**src/sv/lpmr_pkg.sv**
```systemverilog
// shared types, constants and helpers of the longest prefix match router
package lpmr_pkg;

  // table and field sizing
  localparam int MAX_ROUTES = 64;
  localparam int NUM_IFACES = 16;
  localparam int CNT_W      = $clog2(MAX_ROUTES + 1);
  localparam int IDX_W      = (MAX_ROUTES > 1) ? $clog2(MAX_ROUTES) : 1;
  localparam int ADDR_W     = 32;
  localparam int LEN_W      = 6;
  localparam int IFACE_W    = 4;
  localparam int TTL_W      = 8;
  localparam int STATUS_W   = 3;

  // command queue between front and back
  localparam int FIFO_DEPTH = 2;
  localparam int PTR_W      = (FIFO_DEPTH > 1) ? $clog2(FIFO_DEPTH) : 1;
  localparam int FCNT_W     = $clog2(FIFO_DEPTH + 1);

  localparam logic [LEN_W-1:0] MAX_LEN = LEN_W'(32);

  // function codes
  localparam logic FUNC_ADD   = 1'b0;
  localparam logic FUNC_ROUTE = 1'b1;

  // status codes
  localparam logic [STATUS_W-1:0] ST_ADDED       = 3'd0;
  localparam logic [STATUS_W-1:0] ST_FORWARDED   = 3'd1;
  localparam logic [STATUS_W-1:0] ST_NO_ROUTE    = 3'd2;
  localparam logic [STATUS_W-1:0] ST_TTL_EXPIRED = 3'd3;
  localparam logic [STATUS_W-1:0] ST_TABLE_FULL  = 3'd4;

  // input word
  typedef struct packed {
    logic               func;
    logic [ADDR_W-1:0]  rt_prefix;
    logic [LEN_W-1:0]   prefix_len;
    logic               hop_present;
    logic [ADDR_W-1:0]  hop_addr;
    logic [IFACE_W-1:0] iface_sel;
    logic [ADDR_W-1:0]  dst_ip;
    logic [TTL_W-1:0]   ttl_in;
  } lpmr_in_t;

  // result word
  typedef struct packed {
    logic [STATUS_W-1:0] status;
    logic [IFACE_W-1:0]  out_iface;
    logic [ADDR_W-1:0]   next_hop_out;
    logic [TTL_W-1:0]    ttl_out;
  } lpmr_out_t;

  // one stored route
  typedef struct packed {
    logic [ADDR_W-1:0]  prefix;
    logic [LEN_W-1:0]   len;
    logic               has_hop;
    logic [ADDR_W-1:0]  hop;
    logic [IFACE_W-1:0] iface;
  } lpmr_route_t;

  // classified command handed from front to back
  typedef struct packed {
    logic             is_route;
    logic             ttl_live;
    lpmr_route_t      entry;
    logic [ADDR_W-1:0] dst;
    logic [TTL_W-1:0] ttl;
  } lpmr_cmd_t;

  // back end sequencer states
  typedef enum logic [1:0] {
    BK_IDLE,
    BK_ADD,
    BK_SCAN,
    BK_DONE
  } lpmr_bk_state_t;

  typedef logic [IFACE_W-1:0] lpmr_iface_tab_t [2**IFACE_W];

  // interface index reduced into range, worked out at elaboration
  function automatic lpmr_iface_tab_t build_iface_wrap();
    lpmr_iface_tab_t tab;
    for (int i = 0; i < 2**IFACE_W; i++) begin
      tab[i] = IFACE_W'(i % NUM_IFACES);
    end
    return tab;
  endfunction

  localparam lpmr_iface_tab_t IFACE_WRAP = build_iface_wrap();

  // high-order mask of len bits, len at most 32
  function automatic logic [ADDR_W-1:0] len_mask(input logic [LEN_W-1:0] len);
    return ~({ADDR_W{1'b1}} >> len);
  endfunction

endpackage

```
**src/sv/lpmr_front.sv**
```systemverilog
// front end: takes input words, classifies them and queues commands
module lpmr_front (
  input  logic                clk,
  input  logic                rst_n,
  input  logic                in_push,
  output logic                in_full,
  input  lpmr_pkg::lpmr_in_t  in_word,
  output logic                cmd_push,
  output lpmr_pkg::lpmr_cmd_t cmd_data,
  input  logic                cmd_full
);

  lpmr_pkg::lpmr_cmd_t cmd_r;
  logic                vld_r;
  lpmr_pkg::lpmr_cmd_t cmd_nxt;
  logic                take;

  // classify: saturate length, wrap interface, flag live ttl
  always_comb begin
    cmd_nxt.is_route      = (in_word.func == lpmr_pkg::FUNC_ROUTE);
    cmd_nxt.ttl_live      = (in_word.ttl_in > lpmr_pkg::TTL_W'(1));
    cmd_nxt.entry.prefix  = in_word.rt_prefix;
    cmd_nxt.entry.len     = (in_word.prefix_len > lpmr_pkg::MAX_LEN) ?
                            lpmr_pkg::MAX_LEN : in_word.prefix_len;
    cmd_nxt.entry.has_hop = in_word.hop_present;
    cmd_nxt.entry.hop     = in_word.hop_addr;
    cmd_nxt.entry.iface   = lpmr_pkg::IFACE_WRAP[in_word.iface_sel];
    cmd_nxt.dst           = in_word.dst_ip;
    cmd_nxt.ttl           = in_word.ttl_in;
  end

  // one-word holding register in front of the queue
  assign in_full  = vld_r && cmd_full;
  assign take     = in_push && !in_full;
  assign cmd_push = vld_r && !cmd_full;
  assign cmd_data = cmd_r;

  always_ff @(posedge clk) begin
    if (!rst_n) begin
      vld_r <= 1'b0;
    end else if (take) begin
      vld_r <= 1'b1;
    end else if (cmd_push) begin
      vld_r <= 1'b0;
    end
  end

  always_ff @(posedge clk) begin
    if (take) begin
      cmd_r <= cmd_nxt;
    end
  end

endmodule

```
**config.mk**
```make
export PLATFORM = sky130hd
export DESIGN_NAME = lpmr_front
export DESIGN_NICKNAME = d
export VERILOG_FILES = /design/src/sv/lpmr_pkg.sv /design/src/sv/lpmr_front.sv
export SDC_FILE = /design/constraint.sdc
export NUM_CORES = 1
export LEC_CHECK = 0
export BUFFER_PORTS_ARGS = -buffer_cell sky130_fd_sc_hd__buf_2
export CAP_MARGIN = 15
export CELL_PAD_IN_SITES_DETAIL_PLACEMENT = 0
export CELL_PAD_IN_SITES_GLOBAL_PLACEMENT = 1
export CORE_UTILIZATION = 31
export CTS_BUF_LIST = sky130_fd_sc_hd__clkbuf_8
export DETAILED_ROUTE_END_ITERATION = 10
export GPL_ROUTABILITY_DRIVEN = 0
export GPL_TIMING_DRIVEN = 1
export PLACE_DENSITY_LB_ADDON = 0.1
export REMOVE_ABC_BUFFERS = 1
export SKIP_CTS_REPAIR_TIMING = 1
export SYNTH_ARGS = -nofsm -noshare
export SYNTH_HDL_FRONTEND = slang
export SYNTH_SLANG_ARGS = --single-unit
export TNS_END_PERCENT = 30
```
**constraint.sdc**
```tcl
create_clock -name clk -period 7.6 [get_ports clk]
set_input_delay 2.28 -clock clk [delete_from_list [all_inputs] [get_ports clk]]
set_output_delay 2.28 -clock clk [all_outputs]
set_load 0.01 [all_outputs]
```
Yosys cells after proc, flatten, opt, wreduce, memory -nomap -nowiden
Memory sizes are Yosys's and may differ from the RTL's. A register that Yosys moved wholly into a read port is not among the register bits.
Cells that the tools add are included.
{"block": "totals", "regBits": 114, "rom_bits": 64, "input_bits": 120, "out_inout_bits": 119, "wordCells": 21, "memories": 1}
{"name": "(name not given)", "depth": 16, "width": 4, "read_ports": 1, "rd_ports_with_merged_regs": 1, "wr": 0, "line": "lpmr_front.sv:27", "text": "cmd_nxt.entry.iface = lpmr_pkg::IFACE_WRAP[in_word.iface_sel];"}
{"block": "classes", "order_cmp": 2, "n_mux": 2, "n_bitwise": 1, "n_reduce_logical": 6}
{"operator": "8-bit by 1-bit > comparator with 1-bit output (second input constant)", "n": 1}
{"operator": "6-bit > comparator (second input constant)", "n": 1}
{"operator": "4-bit inverter with 5-bit output", "n": 1}
{"operator": "1-bit logical AND", "n": 3}
{"operator": "1-bit logical NOT", "n": 2}
{"operator": "1-bit two-way mux", "n": 2}
{"operator": "2-bit nonzero test", "n": 1}

Depth between registers and ports, before layout
Gate-level depths: netlist (run 1).
{"block": "depth", "word_depth": 4, "mapped_depth": 2, "ltp_nobuf": 2}

Worst setup path before layout (run 1)
OpenSTA, ideal clock, no wires.
{"block": "synth_timing", "kind": "input -> register", "from": "input cmd_full", "to": "register cmd_r (netlist bit cmd_data[0]), enable pin", "setup_ns": 0.608, "t_arrival_ns": 7.617, "required_ns": 6.992, "path_slack_ns": -0.625, "cell_stages": 2, "path_buffers": 0, "path_cell_list": "and2_4 nor2b_1"}
{"block": "synth_via", "elab_chain_cells": 3}
{"element": "start, declared", "line": "lpmr_front.sv:10", "text": "input logic cmd_full"}
{"element": "1-bit logical AND", "line": "lpmr_front.sv:33", "text": "assign in_full = vld_r && cmd_full;"}
{"element": "1-bit logical NOT", "line": "lpmr_front.sv:34", "text": "assign take = in_push && !in_full;"}
{"element": "1-bit logical AND", "line": "lpmr_front.sv:34"}
{"element": "net take", "line": "lpmr_front.sv:16", "text": "logic take;"}
{"element": "end signal, assigned", "line": "lpmr_front.sv:50", "text": "cmd_r <= cmd_nxt;"}
{"element": "end, declared", "line": "lpmr_front.sv:13", "text": "lpmr_pkg::lpmr_cmd_t cmd_r;"}
The timed path passes the listed nets, and every way through them passes these cells.
A chain may end at the register's enable or synchronous reset.

Worst setup path in the final report (run 1)
{"block": "layout_timing", "from": "input cmd_full", "to": "output in_full"}
{"block": "layout_via", "elab_chain_cells": 1}
{"element": "1-bit logical AND", "line": "lpmr_front.sv:33"}
{"element": "end, declared", "line": "lpmr_front.sv:6", "text": "output logic in_full,"}
No other way between the ends.

==> summary.md, run 1 <==
| Metric | Value |
|---|---|
| Status | `completed` |
| Via density | `4.066` |
| Worst r2r src | `vld_r` |
| Port bufs | `238` |
| CP Max Fanout | `3` |
| Num ports | `239` |
| Initial DRC Count | `71` |
| CP endpoint kind | `output port` |
| Yosys warning count | `0` |
| Core area | `0.01137 sq mm` |
| Synthesized cell area | `0.003612 sq mm` |
| Fraction of layout cells with a size suffix above 1 | `66.92%` |
| Worst Skew | `6.432 ps` |
| # DRC | `0` |
| Total power | `1.456 mW` |
| Final period util | `65.30%` |
| Commonest non-fill, non-tap cell in the layout | `buf_2` |
| Initial antenna violation count | `0` |
| DIE HEIGHT | `109.9 um` |
| Die area | `0.01209 sq mm` |
| Clk buf depth | `2` |
| Synth Area per Inst | `27.57 sq um` |
| Crit start category | `input pin` |
| Reg2reg end | `cmd_data[72]` |
| Crit path capture | `in_full` |
| Max VDD drop | `107.1 uV` |
| Final setup TNS | `0 ps` |
| Area Growth Syn to Fin | `49.67%` |
| Final Critical Period | `4963 ps` |
| Most used cell, CP | `buf_2` |
| Diode count | `0` |
| Crit path DAT | `2680 ps` |
| WL per Instance | `15.09 um` |
| GRT Util Overall | `13.35%` |
| Pwr dens | `269.3 mW/mm^2` |
| Antenna Nets Post-Route | `0` |
| Metal2 WL | `4304 um` |
| WP depth | `3` |
| Root Buffer | `clkbuf_8` |
| Final Hold Viols | `0` |
| Seq/Total Area, Yosys | `97.82%` |
| Hold Path Class | `flip-flop to flip-flop` |
| Gr ovfl total | `0` |
| Critical path origin | `cmd_full` |
| Filler cell count | `1053` |
| WP buf/inv | `2` |
| R2R setup slack | `6040 ps` |
| Final WL | `8225 um` |
| CTS clock-pin slew for the worst setup and hold paths | `60 ps` |
| Placed wire-length estimate | `6022 um` |
| Vias in the first global route | `2271` |
| Row count | `39` |
| Routed via count | `2216` |
| Slew HR | `50.80%` |
| Crit Path Category | `input pin to output port` |
| Unrepaired setup endpoints after global routing | `no` |
| Detail Route met3 WL | `948 um` |
| Max Fclk | `0.2015 GHz` |
| Top Metal Used | `met4` |
| Max cap viols | `0` |
| Total leakage power | `2.339 nW` |
| Clock latency on the worst-skew pair | `410 ps` |
| Cell chain of the critical path | `buf_2, and2_4, buf_2` |
| Post-Synthesis Cells | `131` |
| Worst-case reg-to-reg path depth | `3` |
| Clk sinks | `118` |
| Netlist cell types | `9` |
| Final setup viols | `0` |
| Layout Nets | `509` |
| Global-route wire length before repair | `11230 um` |
| Largest stage delay, worst path | `160 ps` |
| Total iterations of the first detailed-routing run | `4` |
| Worst-margin pin slew | `738.0 ps` |
| Die Wd | `109.9 um` |
| Final Max Slew Viols | `0` |
| Crit path max-delay family | `buffers and inverters` |
| Starting Density | `31.77%` |
| H-tree depth | `4` |
| Worst path required time | `5320 ps` |
| #FFs+latches synth | `118` |
| Metal-1 WL | `2883 um` |
| Largest net degree at the start of global routing | `60` |
| Commonest cells after routing, fill and taps aside | `buf_2, edfxtp_1, clkbuf_8` |
| Num CTS Buffers | `17` |
| Post-Place Setup Slack | `2637 ps` |
| Slowest stage cell, crit path | `and2_4` |
| Fin worst setup slack | `2637 ps` |
| Final core utilization | `47.55%` |
| CTS tree | `built` |
-- synth_stat cells --
master	count	share of area [%]
edfxtp_1	117	97
nor2b_1	7	1.2
and2_4	1	0.24
clkbuf_1	1	0.10
dfxtp_1	1	0.55
nand2_1	1	0.10
nor3_1	1	0.14
nor4_1	1	0.17
o21a_1	1	0.21
-- worst reg2reg max path, delay by kind of cell (launching register included) --
family | cells | cell delay (ps)
DFF | 1 | 310
and+or+nand+nor | 2 | 260
buffers and inverters | 1 | 590
-- kinds of logic (layout without fill, tap and decap cells) --
| kind of cell | after synthesis | after routing | share of synthesized area [%] |
|---|---|---|---|
| and+or+nand+nor | 11 | 11 | 1.870 |
| DFF | 118 | 118 | 97.82 |
| AOI/OAI and AO/OA | 1 | 1 | 0.2079 |
| buffers and inverters | 1 | 272 | 0.1038 |
-- sequential cells by signal, summed over array words and instances (netlist names) --
name      count
cmd_data    117
vld_r         1
-- routing by layer --
metal | up-vias | global-route usage (%)
li1 | 1043 | -
met1 | 1029 | 13.41
met2 | 136 | 22.32
met3 | 8 | 7.469
met4 | 0 | 6.381
met5 | - | 0
-- per-stage QoR --
stage | instances | instance area [sq um] | hold slack (ps)
floorplan | 130 | 3608 | 576.3
global placement | 513 | 5001 | 591.7
detailed placement | 513 | 5001 | 602.2
CTS | 545 | 5406 | 622.4
global route | 545 | 5406 | 656.9
finish | 545 | 5406 | 626.7
-- final cells by class --
cell class	instances	area, sq um	share of cell area (%)
clock inverter	15	171.4	3.171
timing repair buffer	240	1206	22.31
multi-input combinational	12	82.58	1.527
clock buffer	17	234.0	4.328
sequential	118	3533	65.36
tap	143	178.9	3.309
-- worst min-delay path by stage --
stage,startpoint,endpoint,slack [ps],depth (start not counted)
final,vld_r,vld_r,630,2
after global routing,vld_r,vld_r,660,2
after CTS,vld_r,vld_r,620,2
after detailed placement,vld_r,vld_r,600,2
after global placement,vld_r,vld_r,590,2
after floorplan,vld_r,vld_r,580,2
-- report_power, final --
| group | switching (mW) | total [mW] | leakage (nW) | internal (mW) |
|---|---|---|---|---|
| clock | 0.233 | 0.581 | 0.221 | 0.348 |
| combinational | 0.0586 | 0.106 | 0.978 | 0.0470 |
| sequential | 0.00804 | 0.769 | 1.14 | 0.761 |
Note: power is estimated with default switching activity, not from simulation.
==> run 2: changes to the inputs <==
CORE_UTILIZATION = 34   (was 31)
clock period = 4.7 ns   (was 7.6 ns; I/O delays follow)
==> run 2 against run 1 <==
Global-route usage increased by 1.9 points. Sequential share of layout area up 0.94 points. Highest routed layer unchanged. Sequential power rose by 61%. Sequential cell count unchanged. Clock-buffer cell count unchanged. Worst hold slack lost 6.6 ps.
==> summary.md, run 2 (synthesized netlist as in run 1, its figures left out) <==
| Metric | Value |
|---|---|
| Sw Share | `21.98%` |
| Total leakage power | `2.292 nW` |
| Crit path DAT | `1810 ps` |
| Routed via count | `2221` |
| Internal power | `1.706 mW` |
| P_sw | `0.4809 mW` |
| Total iterations of the first detailed-routing run | `4` |
| H-tree depth | `4` |
| Hold Path Class | `flip-flop to flip-flop` |
| Slew HR | `57.60%` |
| Final setup viols | `0` |
| Placed wire-length estimate | `5829 um` |
| Clk buf depth | `2` |
| Worst path required time | `3290 ps` |
| CP Max Fanout | `3` |
| Status | `completed` |
| Num ports | `239` |
| Initial antenna violation count | `0` |
| CTS clock-pin slew for the worst setup and hold paths | `70 ps` |
| WL per Instance | `15.00 um` |
| Final period util | `68.54%` |
| Gr ovfl total | `0` |
| Crit Path Category | `input pin to output port` |
| Root Buffer | `clkbuf_8` |
| Max VDD drop | `194.1 uV` |
| Final WL | `8057 um` |
| Crit start category | `input pin` |
| Vias in the first global route | `2279` |
| Clock latency on the worst-skew pair | `420 ps` |
| CTS tree | `built` |
| DIE HEIGHT | `105.1 um` |
| Total power | `2.187 mW` |
| Commonest non-fill, non-tap cell in the layout | `buf_2` |
| Layout Nets | `508` |
| Largest net degree at the start of global routing | `118` |
| Core area | `0.01032 sq mm` |
| Die area | `0.01104 sq mm` |
| Unrepaired setup endpoints after global routing | `no` |
| Pwr dens | `410.4 mW/mm^2` |
| Clk sinks | `118` |
| Sequential share of power | `56.9%` |
| Area Growth Syn to Fin | `47.56%` |
| Fraction of layout cells with a size suffix above 1 | `66.33%` |
| Die Wd | `105.1 um` |
| CP endpoint kind | `output port` |
| Worst Skew | `7.005 ps` |
| Global-route wire length before repair | `12100 um` |
| Via density | `4.136` |
| Final Critical Period | `3222 ps` |
| Max cap viols | `0` |
| Commonest cells after routing, fill and taps aside | `buf_2, edfxtp_1, clkbuf_8` |
| Final setup TNS | `0 ps` |
| Starting Density | `34.99%` |
| # DRC | `0` |
| Final Max Slew Viols | `0` |
| Worst-margin pin slew | `636.0 ps` |
| Combinational share of power | `7.8%` |
| Clock power share | `35.3%` |
| Antenna Nets Post-Route | `0` |
| Num CTS Buffers | `17` |
| Final Hold Viols | `0` |
| Row count | `37` |
| Max Fclk | `0.3104 GHz` |
| Max reg flops | `117` |
| Port bufs | `238` |
| Diode count | `0` |
| GRT Util Overall | `15.26%` |
| Initial DRC Count | `103` |
## run 2: changes by cell type in the layout (fill, tap and decap cells not counted)
cell / delta
bufinv_16: -3
buf_4: -2
clkinvlp_4: +2
clkinv_1: +3
buf_12: +1
clkinv_2: -1
inv_1: -1
## run 2: final timing paths
| check | slack [ps] | startpoint | endpoint | cells after the start |
|---|---|---|---|---|
| setup / recovery | 1480 | cmd_full | in_full | 3 |
| hold / removal | 620 | vld_r | vld_r | 2 |
| setup reg to reg | 3190 | vld_r | cmd_data[93] | 3 |
| hold reg to reg | 620 | vld_r | vld_r | 2 |
## run 2: per-layer routing
metal	GRT usage [%]	part of all wire (%)
met3	9.108	12
met5	0	0
met1	14.93	34
met2	25.88	53
met4	6.640	1.5
## run 2: cell type report
| class | instances | area [sq um] |
|---|---|---|
| clock buffers | 17 | 234.0 |
| clock inverters | 15 | 98.84 |
| fillers | 919 | 4994 |
| multi-input cells | 12 | 82.58 |
| flip-flops and latches | 118 | 3533 |
| well taps | 136 | 170.2 |
| repair buffers | 239 | 1211 |
## run 2: critical path: stages
cell and delay, ps:
buf_2 100, and2_4 160, buf_2 130
## run 2: power groups by stage
| stage | clock, mW | sequential [mW] | combinational, mW |
|---|---|---|---|
| 6_report | 0.773 | 1.24 | 0.171 |
| 5_1_grt | 0.850 | 1.25 | 0.186 |
| 4_1_cts | 0.799 | 1.24 | 0.175 |
| 3_5_place_dp | 0 | 1.27 | 0.175 |
| 3_3_place_gp | 0 | 1.26 | 0.172 |
| 2_1_floorplan | 0 | 1.31 | 0.0218 |
## run 2: stage by stage
stage / cell area [sq um] / utilization [%] / hold WS (ps) / cells / setup WS [ps]
2_1_floorplan: 3608 / - / 576.3 / 130 / -2655
3_3_place_gp: 4997 / 48.41 / 583.9 / 505 / 1483
3_5_place_dp: 4997 / 48.41 / 608.1 / 505 / 1478
4_1_cts: 5330 / 51.63 / 628.9 / 537 / 1478
5_1_grt: 5330 / 51.63 / 641.6 / 537 / 1475
6_report: 5330 / 51.63 / 620.1 / 537 / 1478
