File: src/sv/lpmr_pkg.sv
// shared types, constants and helpers of the longest prefix match router
package lpmr_pkg;

  // table and field sizing
  localparam int MAX_ROUTES = 64;
  localparam int NUM_IFACES = 16;
  localparam int CNT_W      = $clog2(MAX_ROUTES + 1);
  localparam int IDX_W      = (MAX_ROUTES > 1) ? $clog2(MAX_ROUTES) : 1;
  localparam int ADDR_W     = 32;
  localparam int LEN_W      = 6;
  localparam int IFACE_W    = 4;
  localparam int TTL_W      = 8;
  localparam int STATUS_W   = 3;

  // command queue between front and back
  localparam int FIFO_DEPTH = 2;
  localparam int PTR_W      = (FIFO_DEPTH > 1) ? $clog2(FIFO_DEPTH) : 1;
  localparam int FCNT_W     = $clog2(FIFO_DEPTH + 1);

  localparam logic [LEN_W-1:0] MAX_LEN = LEN_W'(32);

  // function codes
  localparam logic FUNC_ADD   = 1'b0;
  localparam logic FUNC_ROUTE = 1'b1;

  // status codes
  localparam logic [STATUS_W-1:0] ST_ADDED       = 3'd0;
  localparam logic [STATUS_W-1:0] ST_FORWARDED   = 3'd1;
  localparam logic [STATUS_W-1:0] ST_NO_ROUTE    = 3'd2;
  localparam logic [STATUS_W-1:0] ST_TTL_EXPIRED = 3'd3;
  localparam logic [STATUS_W-1:0] ST_TABLE_FULL  = 3'd4;

  // input word
  typedef struct packed {
    logic               func;
    logic [ADDR_W-1:0]  rt_prefix;
    logic [LEN_W-1:0]   prefix_len;
    logic               hop_present;
    logic [ADDR_W-1:0]  hop_addr;
    logic [IFACE_W-1:0] iface_sel;
    logic [ADDR_W-1:0]  dst_ip;
    logic [TTL_W-1:0]   ttl_in;
  } lpmr_in_t;

  // result word
  typedef struct packed {
    logic [STATUS_W-1:0] status;
    logic [IFACE_W-1:0]  out_iface;
    logic [ADDR_W-1:0]   next_hop_out;
    logic [TTL_W-1:0]    ttl_out;
  } lpmr_out_t;

  // one stored route
  typedef struct packed {
    logic [ADDR_W-1:0]  prefix;
    logic [LEN_W-1:0]   len;
    logic               has_hop;
    logic [ADDR_W-1:0]  hop;
    logic [IFACE_W-1:0] iface;
  } lpmr_route_t;

  // classified command handed from front to back
  typedef struct packed {
    logic             is_route;
    logic             ttl_live;
    lpmr_route_t      entry;
    logic [ADDR_W-1:0] dst;
    logic [TTL_W-1:0] ttl;
  } lpmr_cmd_t;

  // back end sequencer states
  typedef enum logic [1:0] {
    BK_IDLE,
    BK_ADD,
    BK_SCAN,
    BK_DONE
  } lpmr_bk_state_t;

  typedef logic [IFACE_W-1:0] lpmr_iface_tab_t [2**IFACE_W];

  // interface index reduced into range, worked out at elaboration
  function automatic lpmr_iface_tab_t build_iface_wrap();
    lpmr_iface_tab_t tab;
    for (int i = 0; i < 2**IFACE_W; i++) begin
      tab[i] = IFACE_W'(i % NUM_IFACES);
    end
    return tab;
  endfunction

  localparam lpmr_iface_tab_t IFACE_WRAP = build_iface_wrap();

  // high-order mask of len bits, len at most 32
  function automatic logic [ADDR_W-1:0] len_mask(input logic [LEN_W-1:0] len);
    return ~({ADDR_W{1'b1}} >> len);
  endfunction

endpackage

File: src/sv/lpmr_fifo.sv
// short command queue between front and back
module lpmr_fifo (
  input  logic                clk,
  input  logic                rst_n,
  input  logic                push,
  input  lpmr_pkg::lpmr_cmd_t wr_data,
  output logic                full,
  input  logic                pop,
  output lpmr_pkg::lpmr_cmd_t rd_data,
  output logic                empty
);

  lpmr_pkg::lpmr_cmd_t                slot_r [lpmr_pkg::FIFO_DEPTH];
  logic [lpmr_pkg::PTR_W-1:0]         wr_ptr_r;
  logic [lpmr_pkg::PTR_W-1:0]         rd_ptr_r;
  logic [lpmr_pkg::FCNT_W-1:0]        cnt_r;
  logic                               do_push;
  logic                               do_pop;

  assign full    = (cnt_r == lpmr_pkg::FCNT_W'(lpmr_pkg::FIFO_DEPTH));
  assign empty   = (cnt_r == '0);
  assign do_push = push && !full;
  assign do_pop  = pop && !empty;
  assign rd_data = slot_r[rd_ptr_r];

  // pointers and fill count
  always_ff @(posedge clk) begin
    if (!rst_n) begin
      wr_ptr_r <= '0;
      rd_ptr_r <= '0;
      cnt_r    <= '0;
    end else begin
      if (do_push) begin
        wr_ptr_r <= (wr_ptr_r == lpmr_pkg::PTR_W'(lpmr_pkg::FIFO_DEPTH - 1)) ?
                    '0 : wr_ptr_r + lpmr_pkg::PTR_W'(1);
      end
      if (do_pop) begin
        rd_ptr_r <= (rd_ptr_r == lpmr_pkg::PTR_W'(lpmr_pkg::FIFO_DEPTH - 1)) ?
                    '0 : rd_ptr_r + lpmr_pkg::PTR_W'(1);
      end
      if (do_push && !do_pop) begin
        cnt_r <= cnt_r + lpmr_pkg::FCNT_W'(1);
      end else if (do_pop && !do_push) begin
        cnt_r <= cnt_r - lpmr_pkg::FCNT_W'(1);
      end
    end
  end

  // storage
  always_ff @(posedge clk) begin
    if (do_push) begin
      slot_r[wr_ptr_r] <= wr_data;
    end
  end

endmodule

File: config.mk
export PLATFORM = sky130hd
export DESIGN_NAME = lpmr_fifo
export DESIGN_NICKNAME = d
export VERILOG_FILES = /design/src/sv/lpmr_pkg.sv /design/src/sv/lpmr_fifo.sv
export SDC_FILE = /design/constraint.sdc
export NUM_CORES = 1
export LEC_CHECK = 0
export BUFFER_PORTS_ARGS = -buffer_cell sky130_fd_sc_hd__buf_2
export CAP_MARGIN = 15
export CORE_MARGIN = 5
export CORE_UTILIZATION = 56
export CTS_CLUSTER_DIAMETER = 40
export DETAILED_ROUTE_END_ITERATION = 12
export PLACE_DENSITY = 0.85
export SLEW_MARGIN = 20
export SYNTH_ARGS = -nofsm -noshare
export SYNTH_HDL_FRONTEND = slang
export SYNTH_SLANG_ARGS = --single-unit
File: constraint.sdc
create_clock -name clk -period 18.3 [get_ports clk]
set_input_delay 2.745 -clock clk [delete_from_list [all_inputs] [get_ports clk]]
set_output_delay 2.745 -clock clk [all_outputs]
set_load 0.005 [all_outputs]
== Word-level counts from Yosys, hierarchy flattened ==
Memories as Yosys holds them, arrays and structs flattened. A register that Yosys moved wholly into a read port is not among the register bits.
Cells that the tools add are included.
Operators by class
  add/subtract/negate cells: 4
  equal/unequal tests: 1
  multiplexer cells: 8
  reductions and logical operators: 10
Operators with widths (number)
  2-to-1 mux 1 bit: 6
  logical AND 1 bit: 4
  logical NOT 1 bit: 4
  2-to-1 mux 2 bit: 2
  adder 1 bit, second input constant: 2
  adder 2 x 1 -> 2 bit, second input constant: 1
  == test 2 bit, second input constant: 1
  logical NOT 2 bit: 1
  nonzero test 2 bit: 1
  subtractor 2 x 1 -> 2 bit, second input constant: 1
Storage, ports and cells
  register bits after elaboration: 4
  RAM bits: 234
  output and inout port bits: 119
  word-level logic and storage cells: 27
  memories kept: 1
Memories
  slot_r: depth 2, width 117, read ports 1, clocked after memory_dff 1, write ports 1, line lpmr_fifo.sv:13  | lpmr_pkg::lpmr_cmd_t slot_r [lpmr_pkg::FIFO_DEPTH];

== Longest topological paths before layout ==
Gate-level depths: netlist of the first run.
  depth after elaboration: 7
  gate-level depth with buffers: 7
  gate-level depth less buffers: 7

== Least setup slack after synthesis of the first run ==
OpenSTA, ideal clock, no wires.
  path type: in2reg
  start point: input push
  end point: memory slot_r[0][0] in the netlist's numbering (enable)
  library setup time: 573 ps
  arrival time: 7342 ps
  required time: 17727 ps
  path slack: 10385 ps
  cell stages on the path: 2
  cell sequence: inv_1 -> nor3_2
On the way
  word-level cells in the longest chain between the ends: 3
RTL lines
  start: declaration: line lpmr_fifo.sv:5  | input logic push,
  logical AND 1 bit: line lpmr_fifo.sv:22  | assign do_push = push && !full;
  2-to-1 mux 1 bit: line lpmr_fifo.sv:51  | if (do_push) begin
  2-to-1 mux 1 bit (not written as such): line lpmr_fifo.sv:52  | slot_r[wr_ptr_r] <= wr_data;
  end: declaration: line lpmr_fifo.sv:13
No other way between the ends.

==> results of run 1 <==
==> critical path, delay by kind of cell (launching register included) <==
family	cells	cell delay, ps
DFF	1	830
muxes	1	430
buffers and inverters	2	940
==> flip-flops by register name (all words and copies together), names as in the netlist, named ones only <==
signal	flops
slot_r	234
cnt_r	2
rd_ptr_r	1
wr_ptr_r	1
==> through the flow <==
step,total power [W],std cells,area [um^2],worst slack (ps),utilization [%]
2_1_floorplan,0.0009378,389,8787,10380,-
3_3_place_gp,0.001051,830,10200,13330,66.58
3_5_place_dp,0.001064,830,10200,13270,66.58
4_1_cts,0.001648,882,11200,12730,73.13
5_1_grt,0.001703,882,11200,12610,73.13
6_report,0.001629,882,11200,12760,73.13
==> synthesized netlist by cell type (all sizes together) <==
master    n  area share (%)
edfxtp  234              80
mux2    117              16
buf      13             1.1
dfxtp     5             1.1
and2      3            0.21
a21boi    2            0.17
inv       2           0.085
nor2      2           0.085
o21ai     2            0.11
xnor2     2            0.20
and3      1           0.071
ha        1            0.14
nand2b    1           0.071
nor3      1            0.11
o21a      1           0.085
or3       1           0.071
xor2      1            0.10
==> worst min path at each step <==
stage / endpoint
6_report: cnt_r[1]$_SDFFE_PN0P_
2_1_floorplan: cnt_r[1]$_SDFFE_PN0P_
3_5_place_dp: cnt_r[1]$_SDFFE_PN0P_
5_1_grt: cnt_r[1]$_SDFFE_PN0P_
4_1_cts: cnt_r[1]$_SDFFE_PN0P_
3_3_place_gp: cnt_r[1]$_SDFFE_PN0P_
==> area by class of cell <==
cell class	count	share of cell area (%)
Inverter	2	0.06703
Sequential cell	239	63.67
Clock inverter	17	2.100
Clock buffer	35	6.860
Timing Repair Buffer	243	10.95
Multi-Input combinational cell	135	14.00
Tap cell	211	2.357
==> cell families after synthesis <==
logic type	after synthesis	share of synthesized area (%)
adders and majority gates	1	0.1424
and+or+nand+nor	9	0.6267
buffers and inverters	15	1.182
AOI/OAI and AO/OA	5	0.3702
DFF	239	81.10
muxes	117	16.28
xor gates and xnor gates	3	0.2991
==> power groups by stage <==
stage               logic, W  registers, W  clock network (W)
floorplan           0.000216      0.000722                  0
global placement    0.000318      0.000733                  0
detailed placement  0.000326      0.000738                  0
CTS                 0.000330      0.000728           0.000591
global route        0.000349      0.000733           0.000621
finish              0.000324      0.000726           0.000579
==> per-layer routing <==
metal	vias up	track usage, %
met3	39	6.018
met1	2205	21.01
met5	-	0
met2	195	31.97
met4	6	5.207
li1	2073	-
==> impl_metrics.env, run 1 <==
export IMPL_status="completed"
export IMPL_antenna_cells=0
export IMPL_dr_wl_met3_mm=1.551
export IMPL_avgSynthCellArea_um2=22.59
export IMPL_routed_top_layer="met5"
export IMPL_drc=0
export IMPL_grt_use_total_pct=18.04
export IMPL_power_density_nw_per_um2=145.4
export IMPL_synth_cell_types=21
export IMPL_r2r_start="cnt_r[0]$_SDFFE_PN0P_"
export IMPL_synthToLayoutAreaGrowth_pct=27.45
export IMPL_finalSetupTns_ps=0
export IMPL_hold_slack_ps=546.2
export IMPL_synth_nets=511
export IMPL_wl_mm=17.03
export IMPL_syn_area_um2=8787
export IMPL_p_sw_share_pct=24.14
export IMPL_cts_htree_levels=1
export IMPL_p_int_w=0.001236
export IMPL_slowest_stage="dfxtp_4"
export IMPL_p_seq_share_pct=44.6
export IMPL_cts_repair_resized=0
export IMPL_antenna_found_initial=3
export IMPL_rsz0062_at_grt="no"
export IMPL_row_count=45
export IMPL_power_share_clock_pct=35.5
export IMPL_coreArea_um2=15310
export IMPL_grt_max_degree=70
export IMPL_hold_buffers=0
export IMPL_layout_drive_gt1_share_pct=60.80
export IMPL_worst_pin_slew_ps=921.1
export IMPL_ys_warn_count=0
export IMPL_worstPathArrival_ps=2790
export IMPL_worst_setup_path_type="register to output port"
export IMPL_netlist_instances=389
export IMPL_clk_insertion_delay_late_ps=520
export IMPL_slowest_delay_ps=830
export IMPL_p_comb_share_pct=19.9
export IMPL_final_cell_mix="buf_2 (239), edfxtp_1 (234), mux2_2 (87), mux2_4 (30), clkbuf_16 (29)"
export IMPL_cts_tree="done"
export IMPL_die_w_um=135.3
export IMPL_register_area_um2=7131
export IMPL_multi_input_area_um2=1568
export IMPL_skew_ps=14.71
export IMPL_gr_total_overflow=0
export IMPL_fmax_mhz=180.5
export IMPL_root_buffer="clkbuf_16"
export IMPL_gp_congestion=0.7382
export IMPL_switchingPower_w=0.0003931
export IMPL_start_util_pct=57.38
export IMPL_clock_sinks=239
export IMPL_finalHoldViolCount=0
export IMPL_worstHoldPathType="register to register"
export IMPL_worst_r2r_cell_count=3
export IMPL_ys_ff_latch=239
export IMPL_final_common_cell="buf_2"
export IMPL_cp_max_fo=60
export IMPL_cts_buffer_depth=3
export IMPL_avgRoutedWirePerCell_um=19.31
export IMPL_ioPinCount=240
export IMPL_min_period_over_period_pct=30.27
export IMPL_ys_seq_area_share_pct=81.10
export IMPL_grt_pass1_vias=4912
export IMPL_antenna_left=0
export IMPL_wl_met1_mm=6.387
export IMPL_finalNetCount=771
export IMPL_min_from="cnt_r[1]$_SDFFE_PN0P_"
export IMPL_dr_wl_met2_mm=8.754
export IMPL_fillCellCount=932
export IMPL_die_area_um2=18300
export IMPL_portBuffers=239
export IMPL_grt_pass1_wl_mm=25.78
export IMPL_cp_end_kind="output port"
export IMPL_relSlewSlack_pct=38.59
export IMPL_maxCapViolCount=0
export IMPL_cp_endpoint="rd_data[106]"
export IMPL_period_minus_slack_ps=5540
export IMPL_slew_viol_final=0
export IMPL_cp_required_ps=15550
export IMPL_worstHoldPathCells=2
export IMPL_cts_made_buffers=28
export IMPL_r2r_end="slot_r[1][57]$_DFFE_PP_"
export IMPL_cts_setup_buffers=0
export IMPL_num_vias=4518
export IMPL_die_y_um=135.3
export IMPL_path_cells="buf_4, mux2_2, buf_2"
export IMPL_vdd_drop_max_mv=0.1136
export IMPL_initialDrtViolationCount=278
export IMPL_clk_pin_slew_ps=50
export IMPL_drt_vias_per_instance=5.122
export IMPL_hpwl_mm=11.34
export IMPL_startpoint_type="register"
export IMPL_p_leak_nw=4.267
export IMPL_dr_pass1_iters=4
export IMPL_regToRegSetupSlack_ps=15750
export IMPL_finalSetupViolations=0
Note: power is estimated with default switching activity, not from simulation.
==> run 2, diff against run 1 <==
--- a/config.mk
+++ b/config.mk
@@ -8,10 +8,10 @@
 export BUFFER_PORTS_ARGS = -buffer_cell sky130_fd_sc_hd__buf_2
 export CAP_MARGIN = 15
 export CORE_MARGIN = 5
-export CORE_UTILIZATION = 56
+export CORE_UTILIZATION = 52
 export CTS_CLUSTER_DIAMETER = 40
 export DETAILED_ROUTE_END_ITERATION = 12
-export PLACE_DENSITY = 0.85
+export PLACE_DENSITY = 0.79
 export SLEW_MARGIN = 20
 export SYNTH_ARGS = -nofsm -noshare
 export SYNTH_HDL_FRONTEND = slang
==> constraint.sdc (replaced) <==
create_clock -name clk -period 5.3 [get_ports clk]
set_input_delay 0.795 -clock clk [delete_from_list [all_inputs] [get_ports clk]]
set_output_delay 0.795 -clock clk [all_outputs]
set_load 0.005 [all_outputs]
==> run 2 against run 1 <==
Effect of this change: via count up 0.22%; highest routed layer unchanged; die area is 7.1% higher; final area increased by 0.18%; clock-buffer cell count did not move; register-to-register slack worse by 12000 ps; power grew to 3.4 times the previous value.
==> impl_metrics.env, run 2 (synthesized netlist as in run 1, its figures left out) <==
export IMPL_finalHoldViolCount=0
export IMPL_path_cells="buf_4, mux2_2, buf_2"
export IMPL_fmax_mhz=293.3
export IMPL_start_util_pct=52.99
export IMPL_final_common_cell="buf_2"
export IMPL_cts_buffer_depth=3
export IMPL_slowest_delay_ps=950
export IMPL_worst_setup_path_type="register to output port"
export IMPL_hold_buffers=0
export IMPL_min_period_over_period_pct=64.32
export IMPL_reg_top3="slot_r x234, cnt_r x2"
export IMPL_fillCellCount=1114
export IMPL_cp_required_ps=4510
export IMPL_cts_htree_levels=1
export IMPL_slew_viol_final=0
export IMPL_clk_insertion_delay_late_ps=530
export IMPL_p_leak_nw=4.260
export IMPL_synthToLayoutAreaGrowth_pct=27.68
export IMPL_finalSetupTns_ps=0
export IMPL_maxCapViolCount=0
export IMPL_die_y_um=140.0
export IMPL_grt_pass1_vias=4946
export IMPL_worst_pin_slew_ps=966.4
export IMPL_critPathTopFamily="flip-flops"
export IMPL_ioPinCount=240
export IMPL_hold_slack_ps=456.0
export IMPL_gp_congestion=0.7790
export IMPL_avgRoutedWirePerCell_um=19.15
export IMPL_drc=0
export IMPL_die_w_um=140.0
export IMPL_layout_drive_gt1_share_pct=61.06
export IMPL_cts_tree="done"
export IMPL_drt_vias_per_instance=5.026
export IMPL_num_vias=4528
export IMPL_cp_max_fo=66
export IMPL_grt_pass1_wl_mm=26.28
export IMPL_period_minus_slack_ps=3409
export IMPL_p_int_w=0.004168
export IMPL_p_seq_share_pct=45.3
export IMPL_wl_mm=17.25
export IMPL_dr_pass1_iters=4
export IMPL_row_count=47
export IMPL_grt_max_degree=118
export IMPL_largest_register="slot_r"
export IMPL_clock_sinks=239
export IMPL_rsz0062_at_grt="no"
export IMPL_startpoint_type="register"
export IMPL_p_sw_share_pct=25.09
export IMPL_hpwl_mm=11.52
export IMPL_cp_end_kind="output port"
export IMPL_cts_repair_resized=0
export IMPL_finalSetupViolations=0
export IMPL_power_share_clock_pct=34.6
export IMPL_relSlewSlack_pct=35.57
export IMPL_crit_buf_inv=2
export IMPL_antenna_left=0
export IMPL_initialDrtViolationCount=221
export IMPL_die_area_um2=19600
export IMPL_cts_made_buffers=31
export IMPL_cts_setup_buffers=0
export IMPL_vdd_drop_max_mv=0.3572
export IMPL_antenna_found_initial=4
export IMPL_skew_ps=7.752
export IMPL_worstHoldPathType="primary input to register"
export IMPL_register_area_um2=7131
export IMPL_status="completed"
export IMPL_worstPathArrival_ps=2610
export IMPL_grt_use_total_pct=16.90
export IMPL_root_buffer="clkbuf_16"
export IMPL_p_comb_share_pct=20.0
export IMPL_gr_total_overflow=0
export IMPL_coreArea_um2=16580
export IMPL_portBuffers=239
export IMPL_fin_total_pwr_w=0.005564
export IMPL_slowest_stage="dfxtp_4"
export IMPL_switchingPower_w=0.001396
export IMPL_multi_input_area_um2=1568
export IMPL_largest_reg_flops=234
export IMPL_power_density_nw_per_um2=495.9
export IMPL_clk_pin_slew_ps=60
export IMPL_final_cell_mix="buf_2 (239), edfxtp_1 (234), mux2_2 (87), clkbuf_16 (31), mux2_4 (30)"
export IMPL_finalNetCount=775
## run 2: cell types whose count changed in the layout (fill, tap and decap cells not counted)
cell and change:
clkinv_2 +4, clkinvlp_4 +4, bufinv_16 -3, diode_2 +3
clkbuf_16 +2, clkbuf_8 -2, inv_6 +2, inv_8 -2
buf_12 +1, clkinv_1 +1
## run 2: area by class of cell
| class | instances | area share, % |
|---|---|---|
| Antenna cell | 3 | 0.06691 |
| Clock buffer | 35 | 7.048 |
| Clock inverter | 23 | 1.729 |
| Inverter | 2 | 0.06691 |
| Multi-Input combinational cell | 135 | 13.97 |
| Sequential cell | 239 | 63.56 |
| Tap cell | 220 | 2.453 |
| Timing Repair Buffer | 244 | 11.11 |
## run 2: layer usage
metal	global-route usage (%)	vias up	part of all wire, %
li1	-	2081	-
met1	21.65	2189	40
met2	28.13	212	49
met3	4.703	44	7.6
met4	5.660	2	2.9
met5	0	-	0.075
## run 2: worst paths after layout
check	from	to	slack [ps]	depth (start not counted)
worst max-delay path	register	rd_data[31]	1890	3
worst min-delay path	wr_data[20]	slot_r[0][20]$_DFFE_PP_	460	1
worst max register to register	cnt_r[0]$_SDFFE_PN0P_	slot_r[0][82]$_DFFE_PP_	3450	4
worst min register to register	cnt_r[1]$_SDFFE_PN0P_	cnt_r[1]$_SDFFE_PN0P_	530	2
## run 2: power groups by stage
| stage | Clock, W | Combinational (W) | Sequential [W] |
|---|---|---|---|
| global route | 0.00207 | 0.00121 | 0.00255 |
| global placement | 0 | 0.00110 | 0.00254 |
| detailed placement | 0 | 0.00113 | 0.00256 |
| floorplan | 0 | 0.000748 | 0.00248 |
| CTS | 0.00197 | 0.00114 | 0.00253 |
| finish | 0.00193 | 0.00112 | 0.00252 |
## run 2: metrics by stage
stage | setup WS, ps | area (um^2) | utilization (%) | std cells
floorplan | 1185 | 8793 | - | 389
global placement | 2471 | 10230 | 61.67 | 840
detailed placement | 2411 | 10230 | 61.67 | 840
CTS | 1844 | 11210 | 67.61 | 898
global route | 1724 | 11220 | 67.66 | 901
finish | 1891 | 11220 | 67.66 | 901
